### src/rtl/core/tsd_pkg.sv
package tsd_pkg;

  typedef logic [5:0][7:0] magic_t;
  typedef logic [8:0] offset_t;
  typedef logic [32:0] size_t;

  localparam logic [1:0] KIND_HEADER = 2'd0;
  localparam logic [1:0] KIND_DATA   = 2'd1;
  localparam logic [1:0] KIND_END    = 2'd2;
  localparam logic [1:0] KIND_ERROR  = 2'd3;

  localparam logic [1:0] ERR_NONE  = 2'd0;
  localparam logic [1:0] ERR_MAGIC = 2'd1;
  localparam logic [1:0] ERR_TYPE  = 2'd2;

  localparam logic [1:0] MC_EMPTY = 2'd0;
  localparam logic [1:0] MC_USTAR = 2'd1;
  localparam logic [1:0] MC_OTHER = 2'd2;

  localparam offset_t SIZE_OFF   = 9'd124;
  localparam offset_t SIZE_END   = 9'd135;
  localparam offset_t TYPE_OFF   = 9'd156;
  localparam offset_t MAGIC_OFF  = 9'd257;
  localparam offset_t MAGIC_END  = 9'd263;
  localparam offset_t PREFIX_OFF = 9'd345;
  localparam offset_t LAST_OFF   = 9'd511;

  localparam logic [7:0] CH_ZERO = 8'h30;
  localparam logic [7:0] CH_FIVE = 8'h35;

  localparam logic [4:0][7:0] USTAR = {8'h72, 8'h61, 8'h74, 8'h73, 8'h75};

endpackage

### src/rtl/core/tsd_magic_check.sv
module tsd_magic_check
  import tsd_pkg::*;
(
  input  magic_t     magic,
  output logic [1:0] mclass
);

  logic [5:0] in_len;
  logic [5:0] solid;
  logic [2:0] first;
  logic [2:0] last;
  logic       seen_zero;
  logic       any_solid;

  always_comb begin
    seen_zero = 1'b0;
    for (int i = 0; i < 6; i++) begin
      if (magic[i] == 8'h00) seen_zero = 1'b1;
      in_len[i] = !seen_zero;
      solid[i] = in_len[i] && !(magic[i] == 8'h20 ||
                 (magic[i] >= 8'h09 && magic[i] <= 8'h0d));
    end
  end

  always_comb begin
    first = 3'd0;
    last = 3'd0;
    for (int i = 5; i >= 0; i--) begin
      if (solid[i]) first = 3'(i);
    end
    for (int i = 0; i < 6; i++) begin
      if (solid[i]) last = 3'(i);
    end
  end

  assign any_solid = |solid;

  always_comb begin
    priority if (!any_solid) begin
      mclass = MC_EMPTY;
    end else if (first == 3'd0 && last == 3'd4 && magic[4:0] == USTAR) begin
      mclass = MC_USTAR;
    end else if (first == 3'd1 && last == 3'd5 && magic[5:1] == USTAR) begin
      mclass = MC_USTAR;
    end else begin
      mclass = MC_OTHER;
    end
  end

endmodule

### src/rtl/core/tar_stream_deframer_core.sv
// tar archive deframer, one archive byte per input beat
// input channel: in_valid / in_ready carry in_byte, the raw archive stream
// output channel: out_valid / out_ready carry one result per beat:
//   kind header with is_directory and entry_size, kind data with data_byte
//   and last_data, kind end of archive, or kind error with error_code
// a byte is taken into an input register, decoded by one level of logic
// and its result lands in an output register; one byte is accepted
// every cycle unless in_ready drops on a receiver stall
// the header result appears on the last byte of each 512-byte header block
// directory content, block padding and header bytes give no result
// when the receiver stalls, the output register holds its beat and the
// input register fills; in_ready drops only while both are full
// after an end or error result every further byte is consumed silently
// reset (rst, synchronous) empties both registers and returns the parser
// to the start of a header block; no clearing pass is needed
module tar_stream_deframer_core
  import tsd_pkg::*;
(
  input  logic        clk,
  input  logic        rst,
  input  logic        in_valid,
  output logic        in_ready,
  input  logic [7:0]  in_byte,
  output logic        out_valid,
  input  logic        out_ready,
  output logic [1:0]  kind,
  output logic        is_directory,
  output logic [32:0] entry_size,
  output logic [7:0]  data_byte,
  output logic        last_data,
  output logic [1:0]  error_code
);

  localparam logic [2:0] PH_HEADER  = 3'd0;
  localparam logic [2:0] PH_CONTENT = 3'd1;
  localparam logic [2:0] PH_PAD     = 3'd2;
  localparam logic [2:0] PH_DONE    = 3'd3;
  localparam logic [2:0] PH_HALT    = 3'd4;

  logic       s1_valid;
  logic [7:0] s1_byte;
  logic       adv;
  logic       step;

  logic [2:0] phase, phase_next;
  offset_t    block_offset, block_offset_next;
  size_t      size_accum, size_accum_next;
  size_t      bytes_remaining, bytes_remaining_next;
  logic [7:0] type_byte, type_byte_next;
  magic_t     magic_bytes, magic_bytes_next;
  logic       name_empty, name_empty_next;
  logic       prefix_empty, prefix_empty_next;
  logic       entry_is_dir, entry_is_dir_next;

  logic [1:0] mclass;
  logic       res_valid;
  logic [1:0] res_kind;
  logic       res_dir;
  size_t      res_size;
  logic [7:0] res_byte;
  logic       res_last;
  logic [1:0] res_err;
  offset_t    off_inc;
  logic       fname_empty;
  logic       is_last;

  tsd_magic_check u_magic (
    .magic  (magic_bytes),
    .mclass (mclass)
  );

  assign adv      = !out_valid || out_ready;
  assign in_ready = !s1_valid || adv;
  assign step     = s1_valid && adv;
  assign off_inc  = block_offset + 9'd1;
  assign fname_empty = name_empty && !(mclass == MC_USTAR && !prefix_empty);
  assign is_last  = bytes_remaining <= 33'd1;

  always_comb begin
    phase_next           = phase;
    block_offset_next    = block_offset;
    size_accum_next      = size_accum;
    bytes_remaining_next = bytes_remaining;
    type_byte_next       = type_byte;
    magic_bytes_next     = magic_bytes;
    name_empty_next      = name_empty;
    prefix_empty_next    = prefix_empty;
    entry_is_dir_next    = entry_is_dir;
    res_valid = 1'b0;
    res_kind  = KIND_HEADER;
    res_dir   = 1'b0;
    res_size  = '0;
    res_byte  = '0;
    res_last  = 1'b0;
    res_err   = ERR_NONE;
    if (step) begin
      unique case (phase)
        PH_HEADER: begin
          block_offset_next = off_inc;
          if (block_offset == 9'd0) begin
            size_accum_next = '0;
            name_empty_next = (s1_byte == 8'h00);
          end
          if (block_offset >= SIZE_OFF && block_offset < SIZE_END) begin
            size_accum_next = {size_accum[29:0], 3'b000} + {25'd0, s1_byte}
                              - {25'd0, CH_ZERO};
          end
          if (block_offset == TYPE_OFF) type_byte_next = s1_byte;
          if (block_offset >= MAGIC_OFF && block_offset < MAGIC_END) begin
            magic_bytes_next[3'(block_offset - MAGIC_OFF)] = s1_byte;
          end
          if (block_offset == PREFIX_OFF) prefix_empty_next = (s1_byte == 8'h00);
          if (block_offset == LAST_OFF) begin
            res_valid = 1'b1;
            priority if (mclass == MC_OTHER) begin
              phase_next = PH_HALT;
              res_kind   = KIND_ERROR;
              res_err    = ERR_MAGIC;
            end else if (fname_empty) begin
              phase_next = PH_DONE;
              res_kind   = KIND_END;
            end else if (type_byte == 8'h00 || type_byte == CH_ZERO ||
                         type_byte == CH_FIVE) begin
              entry_is_dir_next    = (type_byte == CH_FIVE);
              bytes_remaining_next = size_accum;
              phase_next = (size_accum != 33'd0) ? PH_CONTENT : PH_HEADER;
              res_kind   = KIND_HEADER;
              res_dir    = (type_byte == CH_FIVE);
              res_size   = size_accum;
            end else begin
              phase_next = PH_HALT;
              res_kind   = KIND_ERROR;
              res_err    = ERR_TYPE;
            end
          end
        end
        PH_CONTENT: begin
          block_offset_next = off_inc;
          if (!entry_is_dir) begin
            res_valid = 1'b1;
            res_kind  = KIND_DATA;
            res_byte  = s1_byte;
            res_last  = is_last;
          end
          bytes_remaining_next = is_last ? '0 : bytes_remaining - 33'd1;
          if (is_last) phase_next = (block_offset == LAST_OFF) ? PH_HEADER : PH_PAD;
        end
        PH_PAD: begin
          block_offset_next = off_inc;
          if (block_offset == LAST_OFF) phase_next = PH_HEADER;
        end
        default: begin
        end
      endcase
    end
  end

  always_ff @(posedge clk) begin
    if (rst) begin
      s1_valid        <= 1'b0;
      out_valid       <= 1'b0;
      phase           <= PH_HEADER;
      block_offset    <= '0;
      size_accum      <= '0;
      bytes_remaining <= '0;
      type_byte       <= '0;
      magic_bytes     <= '0;
      name_empty      <= 1'b0;
      prefix_empty    <= 1'b0;
      entry_is_dir    <= 1'b0;
    end else begin
      if (in_ready) s1_valid <= in_valid;
      if (adv) out_valid <= res_valid;
      phase           <= phase_next;
      block_offset    <= block_offset_next;
      size_accum      <= size_accum_next;
      bytes_remaining <= bytes_remaining_next;
      type_byte       <= type_byte_next;
      magic_bytes     <= magic_bytes_next;
      name_empty      <= name_empty_next;
      prefix_empty    <= prefix_empty_next;
      entry_is_dir    <= entry_is_dir_next;
    end
  end

  always_ff @(posedge clk) begin
    if (in_ready) s1_byte <= in_byte;
    if (adv && res_valid) begin
      kind         <= res_kind;
      is_directory <= res_dir;
      entry_size   <= res_size;
      data_byte    <= res_byte;
      last_data    <= res_last;
      error_code   <= res_err;
    end
  end

endmodule

### config.mk
export PLATFORM = sky130hd
export DESIGN_NAME = tar_stream_deframer_core
export DESIGN_NICKNAME = d
export VERILOG_FILES = /design/src/rtl/core/tsd_pkg.sv /design/src/rtl/core/tsd_magic_check.sv /design/src/rtl/core/tar_stream_deframer_core.sv
export SDC_FILE = /design/constraint.sdc
export NUM_CORES = 1
export LEC_CHECK = 0
export ABC_AREA = 0
export BUFFER_PORTS_ARGS = -buffer_cell sky130_fd_sc_hd__buf_2
export CORE_ASPECT_RATIO = 1.5
export CORE_MARGIN = 2
export CORE_UTILIZATION = 62
export CTS_CLUSTER_SIZE = 20
export DETAILED_ROUTE_END_ITERATION = 8
export GPL_ROUTABILITY_DRIVEN = 1
export PLACE_DENSITY = 0.81
export SKIP_LAST_GASP = 1
export SYNTH_ARGS = -nofsm -noshare
export SYNTH_HDL_FRONTEND = slang
export SYNTH_SLANG_ARGS = --single-unit
### constraint.sdc
create_clock -name clk -period 4.1 [get_ports clk]
set_clock_uncertainty 0.2 [all_clocks]
set_input_delay 0.615 -clock clk [delete_from_list [all_inputs] [get_ports clk]]
set_output_delay 0.615 -clock clk [all_outputs]
set_load 0.01 [all_outputs]
* Yosys cells after proc, flatten, opt, wreduce, memory -nomap -nowiden *
Index checks and enable logic that the tools add are counted.

operators by class
  bitwise logic cells = 7
  reduce and logical (&&, ||, !) cells = 79
  magnitude comparators = 19
  equal/unequal tests = 26
  add/subtract/negate cells = 5
  multiplexer cells = 53

operators with widths
  cell                                                                                  number
  33-bit two-way mux                                                                    7
  40-bit by 39-bit equality test with 1-bit output (second input constant)              2
  33-bit one-hot mux with 2 select lines                                                1
  8-bit by 6-bit equality test with 1-bit output (second input constant)                8
  8-bit zero test                                                                       8
  48-bit bitwise mux                                                                    1
  8-bit by 4-bit greater-or-equal comparator with 1-bit output (second input constant)  6
  8-bit by 4-bit <= comparator with 1-bit output (second input constant)                6
  3-bit two-way mux                                                                     14
  33-bit by 8-bit adder with 33-bit output                                              1
  33-bit by 1-bit <= comparator with 1-bit output (second input constant)               1
  33-bit nonzero test                                                                   1
  33-bit by 1-bit subtractor with 33-bit output (second input constant)                 1
  33-bit by 6-bit subtractor with 33-bit output (second input constant)                 1
  8-bit demux with 3-bit select                                                         1
  1-bit logical AND                                                                     23
  2-bit two-way mux                                                                     11
  9-bit equality test (second input constant)                                           2
  3-bit AND reduction                                                                   6
  1-bit zero test                                                                       16
  1-bit two-way mux                                                                     14
  2-bit inequality test (second input constant)                                         6
  6-bit AND reduction                                                                   2
  6-bit OR reduction                                                                    2
  28 further kinds                                                                      48

storage, ports and cells
  input bits = 12
  register bits after elaboration = 194
  logic and storage cells = 213

* Longest topological paths before layout *
Gate-level depths: netlist of run 1.

  word-level depth = 29
  gate-level depth with buffers = 13
  depth with buffers taken out = 13

* Modules after synthesis *
A second synthesis of run 1 with hierarchy kept.

second synthesis, totals
  cells, all modules = 1204
  area, all modules = 10603.9 um^2

by module, submodules not included
  module                    area each (um^2)  seq. area each (um^2)  times used  cells each
  tar_stream_deframer_core  10039.6           4434.3                 1           1125
  tsd_magic_check           564.3             0.0                    1           79

* Worst setup path after synthesis of run 1 *
OpenSTA, ideal clock, no wires.

  kind = register -> register
  start point = reg s1_byte[4]
  end point = reg size_accum[32]
  setup time = 0.122 ns
  data required time = 3.778 ns
  arrival = 2.755 ns
  cell stages (with the launch flop) = 14
  slack = 1.022 ns
  path through = edfxtp_1 > inv_1 > ha_1 > inv_1 > ha_1 > fa_1 > a211oi_1 > o21ai_0 > o21ai_0 > nand2_1 > a41oi_1 > a31o_2 > mux2i_1 > nand3_1

between the ends
  longest elaborated chain between the ends = 3

ends and longest elaborated chain
  element                                        line                             source
  start: declaration                             tar_stream_deframer_core.sv:41   logic [7:0] s1_byte;
  start signal: assignment                       tar_stream_deframer_core.sv:187  if (in_ready) s1_byte <= in_byte;
  33-bit by 8-bit adder with 33-bit output       tar_stream_deframer_core.sv:105  size_accum_next = {size_accum[29:0], 3'b000} + {25'd0, s1_byte}
  33-bit by 6-bit subtractor with 33-bit output  tar_stream_deframer_core.sv:106  - {25'd0, CH_ZERO};
  33-bit two-way mux                             tar_stream_deframer_core.sv:104  if (block_offset >= SIZE_OFF && block_offset < SIZE_END) begin
  end signal: assignment                         tar_stream_deframer_core.sv:176  size_accum <= size_accum_next;
  end: declaration                               tar_stream_deframer_core.sv:47   size_t size_accum, size_accum_next;

Every way passes these cells.
A chain may end at the register's enable or synchronous reset.

* Final worst setup path of run 1 *
  start point = reg s1_byte[7]
  end point = reg size_accum[31]

Same word-level chain as after synthesis.

==> qor.csv, run 1 <==
metric,value,unit
clock_path_buffers,2,
preCtsSetupSlack,0.642,ns
power.density,315,nW/um2
clk_latency,0.44,ns
die-area,18400,um2
core,16800,um2
die_h,165,um
synthTopCellsByArea,"dfxtp_1, edfxtp_1, ha_1",
synth-edff-count,55,
whs,0.148,ns
diodes,0,
drv_cap,0,
switchingPower,0.857,mW
avgSynthCellArea,8.86,um2
antenna_found_initial,0,
leakagePower,4.24,nW
tightest_slew,1.16,ns
die_x,111,um
power.total,3.73,mW
numCtsBuffers,17,
drt_iter0_markers,938,
finalCriticalPeriod,3.57,ns
place_congestion,0.983,
cts_sinks,194,
layout-drive-gt1-share,10.2,%
slew_headroom,22.4,%
synth_cells,1212,
synthToLayoutAreaGrowth,10.2,%
max_freq,280,MHz
synth_nets,1277,
critical_path.max_fanout,8,
ant_nets,0,
htreeDepth,4,
numPortBuffers,60,
route.detailed.drc,0,
via_count,9502,
clock-root-buffer,clkbuf_16,
synth_seq_cells,194,
synthFlopType,dfxtp_1,
cp-start-kind,register,
min_path_type,in -> reg,
syn_area,10700,um2
cp_data_required_time,4.27,ns
pwr-share-comb,3.9,%
grt_usage,32.3,%
viasPerCell,6.40,
rsz0062_at_grt,false,
async_reset_ff_share,0,%
worst_slack,0.535,ns
pin_count,61,
cts_hold_buf,0,
overflow,0,
grt_pass1_vias,9251,
yosysTopAreaCellShare,25.9,%
finalCritPeriodShare,87.0,%
status,completed,
yosysWarnings,0,
tns,0,ns
slew_viol_final,0,
synth.distinct_cells,82,
layout.nets,1328,
hold_viol,0,
clk_pin_slew,0.07,ns
synth_most_common_cell,nor2_1,
hpwl,21200,um
seq_area_frac_synth,41.3,%
cts_resized,0,
swShare,23.0,%
initial_core_util,63.8,%
p_clk_share,43.1,%
wl,29200,um
vdd_drop_max,0.000261,V
drt-pass1-iter-count,6,
grt_pass1_wl,47300,um
internal-power,2.87,mW
ys_top_cells_by_count,"nor2_1, dfxtp_1, nand2_1, a21oi_1, inv_1",
synth_area_leader_cell,dfxtp_1,
critical_path_arrival,3.73,ns
cts_tree,yes,
worstSetupPathType,reg -> reg,
grt_max_degree,92,
post-route-util,70.3,%
rows,58,
end_kind,register,
wl_per_cell,19.7,um
postCtsSetupBuffers,0,
n_fill_cell,1346,
setup_viol,0,
sequentialPowerShare,53.1,%
metal layers:
layer | part of all wire [%] | track usage [%] | up-vias
met5 | 0 | 0 | -
met4 | 7.4 | 23.1 | 0
met3 | 4.5 | 5.26 | 133
met2 | 51 | 58.0 | 322
met1 | 37 | 34.6 | 4550
li1 | - | - | 4497
flip-flops by register name (all words and copies together) (netlist names):
register / count
block_offset: 9
bytes_remaining: 33
data_byte: 8
entry_is_dir: 1
entry_size: 33
error_code: 2
is_directory: 1
kind: 2
last_data: 1
magic_bytes: 48
name_empty: 1
out_valid: 1
phase: 3
prefix_empty: 1
s1_byte: 8
s1_valid: 1
size_accum: 33
type_byte: 8
metrics by stage:
stage / instance area (um2) / instances
after floorplan: 10700 / 1212
after global placement: 11300 / 1454
after detailed placement: 11300 / 1454
after CTS: 11800 / 1485
after global routing: 11800 / 1485
final: 11800 / 1485
power groups by stage:
stage	clock network, mW	registers (mW)	logic [mW]
2_1_floorplan	0	2.01	0.106
6_report	1.61	1.98	0.144
3_5_place_dp	0	2.02	0.141
3_3_place_gp	0	2.02	0.139
5_1_grt	1.69	1.98	0.158
4_1_cts	1.62	1.98	0.142
cells in the final DEF (no fill, tap or decap), drive strengths merged, types with 14 or more instances in the layout:
cell type / count
or3: 15
a211oi: 14
nand2b: 16
nand2: 92
a21oi: 85
inv: 66
nand3: 34
nor2: 154
dfxtp: 139
nor3: 36
xor2: 21
nor4: 17
and2: 43
edfxtp: 55
xnor2: 19
clkbuf: 21
buf: 84
mux2i: 60
o21ai: 57
nand4: 16
ha: 52
kinds of logic (layout without fill, tap and decap cells):
family	after synthesis	after routing	synth area share [%]
fa+ha+maj	53	53	6.24
buf+inv	114	177	4.16
xor+xnor	40	40	3.26
mux	60	60	5.59
simple gates	496	496	24.0
compound gates	255	255	15.5
flops	194	194	41.3
worst max-delay path, cell delays in order (launching register included):
cell and delay, ns:
edfxtp_1 0.53, inv_1 0.21, ha_1 0.17, inv_1 0.04, ha_1 0.34, nor2_1 0.06, o311ai_0 0.58, a311o_1 0.33
nand2_1 0.10, a311oi_1 0.48, a31oi_1 0.16, xor2_1 0.16, o21ai_0 0.13
path summary, 6_finish.rpt:
kind	startpoint	end	slack, ns	cells after the start
hold / removal	in_byte[6]	s1_byte[6]	0.15	1
hold reg to reg	bytes_remaining[11]	bytes_remaining[11]	0.28	2
setup reg to reg	s1_byte[7]	size_accum[31]	0.53	12
setup / recovery	s1_byte[7]	size_accum[31]	0.53	12
final cells by class:
cell class,instances,area [um2],area share (%)
inverters,62,233,1.97
multi-input cells,904,5870,49.6
well taps,210,263,2.22
clock buffers,21,450,3.81
repair buffers,84,483,4.08
clock inverters,10,101,0.856
flip-flops and latches,194,4430,37.5
No activity file was read; power rests on OpenSTA's default activity.
==> run 2, diff against run 1 <==
--- a/config.mk
+++ b/config.mk
@@ -13,7 +13,7 @@
 export CTS_CLUSTER_SIZE = 20
 export DETAILED_ROUTE_END_ITERATION = 8
 export GPL_ROUTABILITY_DRIVEN = 1
-export PLACE_DENSITY = 0.81
+export PLACE_DENSITY_LB_ADDON = 0.05
 export SKIP_LAST_GASP = 1
 export SYNTH_ARGS = -nofsm -noshare
 export SYNTH_HDL_FRONTEND = slang
==> run 2 against run 1 <==
Against the previous run:
- clock-buffer cell count fell by 3
- worst hold slack got worse by 0.011 ns
- sequential power barely moved
- via count fell by 1.1%
- first-iteration DRC count fell by 14%
- critical endpoint is now size_accum[32]
- global-route usage rose by 0.85 points
- largest cell class unchanged
- power rose by 2.7%
- cell count barely moved
- highest routed layer unchanged
- sequential cell count did not move
==> qor.csv, run 2 (same netlist as run 1, synthesis figures left out) <==
metric,value,unit,change
finalCriticalPeriod,3.54,ns,was 3.57 ns
setup_viol,0,,unchanged
critical_path.max_fanout,8,,unchanged
crit_start,s1_byte[4],,was s1_byte[7]
worstReg2RegStart,s1_byte[4],,was s1_byte[7]
crit_path_max_incr_delay,0.48,ns,was 0.58 ns
cts_hold_buf,0,,unchanged
die-area,18400,um2,unchanged
clk_latency,0.45,ns,was 0.44 ns
placed_area,11300,um2,unchanged
drt-pass1-iter-count,5,,was 6
numPortBuffers,60,,unchanged
grt_max_degree,81,,was 92
leakagePower,4.27,nW,was 4.24 nW
clock-root-buffer,clkbuf_16,,unchanged
grt_usage,33.2,%,was 32.3%
place_congestion,0.962,,was 0.983
drv_cap,0,,unchanged
design_area,11900,um2,was 11800 um2
reg2reg_to,size_accum[32],,was size_accum[31]
largest_reg_flops,48,,unchanged
tns,0,ns,unchanged
slowest_stage,edfxtp_1,,was o311ai_0
slew_headroom,37.4,%,was 22.4%
status,completed,,unchanged
r2r_cells,13,,was 12
cts_sinks,194,,unchanged
rsz0062_at_grt,false,,unchanged
die_x,111,um,unchanged
end_kind,register,,unchanged
viasPerCell,6.33,,was 6.40
hpwl,22000,um,was 21200 um
rows,58,,unchanged
min_path_type,in -> reg,,unchanged
r2r_setup_slack,0.56,ns,was 0.53 ns
crit_chain,inv_1 > ha_1 > inv_1 > ha_1 > fa_1 > a211oi_1 > o21ai_0 > o21ai_0 > nand2_1 > a41oi_1 > a31o_2 > mux2i_1 > nand3_1,,was inv_1 > ha_1 > inv_1 > ha_1 > nor2_1 > o311ai_0 > a311o_1 > nand2_1 > a311oi_1 > a31oi_1 > xor2_1 > o21ai_0
diodes,0,,unchanged
max_freq,283,MHz,was 280 MHz
htreeDepth,4,,unchanged
cts_resized,0,,unchanged
numCtsBuffers,17,,unchanged
grt_pass1_vias,9088,,was 9251
wl,30500,um,was 29200 um
cp-start-kind,register,,unchanged
wl_per_cell,20.5,um,was 19.7 um
cts_tree,yes,,unchanged
initial_core_util,63.8,%,unchanged
final_common_cell,nor2_1,,unchanged
core,16800,um2,unchanged
crit_cells,13,,was 12
layout-drive-gt1-share,10.6,%,was 10.2%
clock_path_buffers,2,,unchanged
worstSetupPathType,reg -> reg,,unchanged
grt_pass1_wl,47600,um,was 47300 um
vdd_drop_max,0.000289,V,was 0.000261 V
drt_iter0_markers,806,,was 938
tightest_slew,0.935,ns,was 1.16 ns
via_count,9400,,was 9502
largest_register,magic_bytes,,unchanged
crit_family,compound AO/OA/AOI/OAI gates,,unchanged
crit_buf_inv,2,,unchanged
postCtsSetupBuffers,0,,unchanged
ant_nets,0,,unchanged
clk_pin_slew,0.08,ns,was 0.07 ns
route.detailed.drc,0,,unchanged
cp_data_required_time,4.24,ns,was 4.27 ns
layout_common_cells,"nor2_1, dfxtp_1, nand2_1",,unchanged
pin_count,61,,unchanged
antenna_found_initial,0,,unchanged
die_h,165,um,unchanged
synthToLayoutAreaGrowth,10.7,%,was 10.2%
post-route-util,70.6,%,was 70.3%
layout.nets,1328,,unchanged
crit_end,size_accum[32],,was size_accum[31]
hold_viol,0,,unchanged
slew_viol_final,0,,unchanged
power.density,323,nW/um2,was 315 nW/um2
finalCritPeriodShare,86.3,%,was 87.0%
critical_path_arrival,3.68,ns,was 3.73 ns
overflow,0,,unchanged
## run 2: worst reg2reg max path, cell delays in order, from the launching register on
cell      delay, ns
edfxtp_1       0.48
inv_1          0.12
ha_1           0.29
inv_1          0.04
ha_1           0.22
fa_1           0.42
a211oi_1       0.22
o21ai_0        0.15
o21ai_0        0.31
nand2_1        0.15
a41oi_1        0.30
a31o_2         0.24
mux2i_1        0.19
nand3_1        0.09
## run 2: metrics by stage
step                instances  power [mW]  hold WS [ns]  setup WS (ns)
floorplan                1212        2.12         0.243           1.02
global placement         1454        2.16         0.254          0.713
detailed placement       1454        2.17         0.264          0.658
CTS                      1486        3.84         0.126          0.612
global route             1486        3.92         0.129          0.306
finish                   1486        3.83         0.137          0.562
## run 2: power by group
| part | internal, mW | switching (mW) |
|---|---|---|
| Sequential | 1.96 | 0.0174 |
| Combinational | 0.0501 | 0.0932 |
| Clock | 0.855 | 0.854 |
| Total | 2.87 | 0.965 |
## run 2: worst min-delay path by stage
stage                         from             endpoint  slack (ns)  depth (start not counted)
2_1_floorplan  bytes_remaining[11]  bytes_remaining[11]        0.24                          2
3_3_place_gp   bytes_remaining[11]  bytes_remaining[11]        0.25                          2
6_report                in_byte[0]           s1_byte[0]        0.14                          1
5_1_grt                 in_byte[0]           s1_byte[0]        0.13                          1
4_1_cts                 in_byte[0]           s1_byte[0]        0.13                          1
3_5_place_dp   bytes_remaining[18]  bytes_remaining[18]        0.26                          2
## run 2: per-layer routing
metal | part of all wire, % | track usage [%] | vias to the layer above
li1 | - | - | 4477
met1 | 37 | 34.7 | 4512
met2 | 53 | 63.0 | 300
met3 | 3.6 | 4.09 | 111
met4 | 6.1 | 20.5 | 0
met5 | 0 | 0 | -
## run 2: layout make-up
type | count | area (um2)
Clock inverter | 14 | 154
Sequential cell | 194 | 4430
Fill cell | 1404 | 4950
Multi-Input combinational cell | 904 | 5870
Timing Repair Buffer | 84 | 483
Tap cell | 210 | 263
Clock buffer | 18 | 450
Inverter | 62 | 233
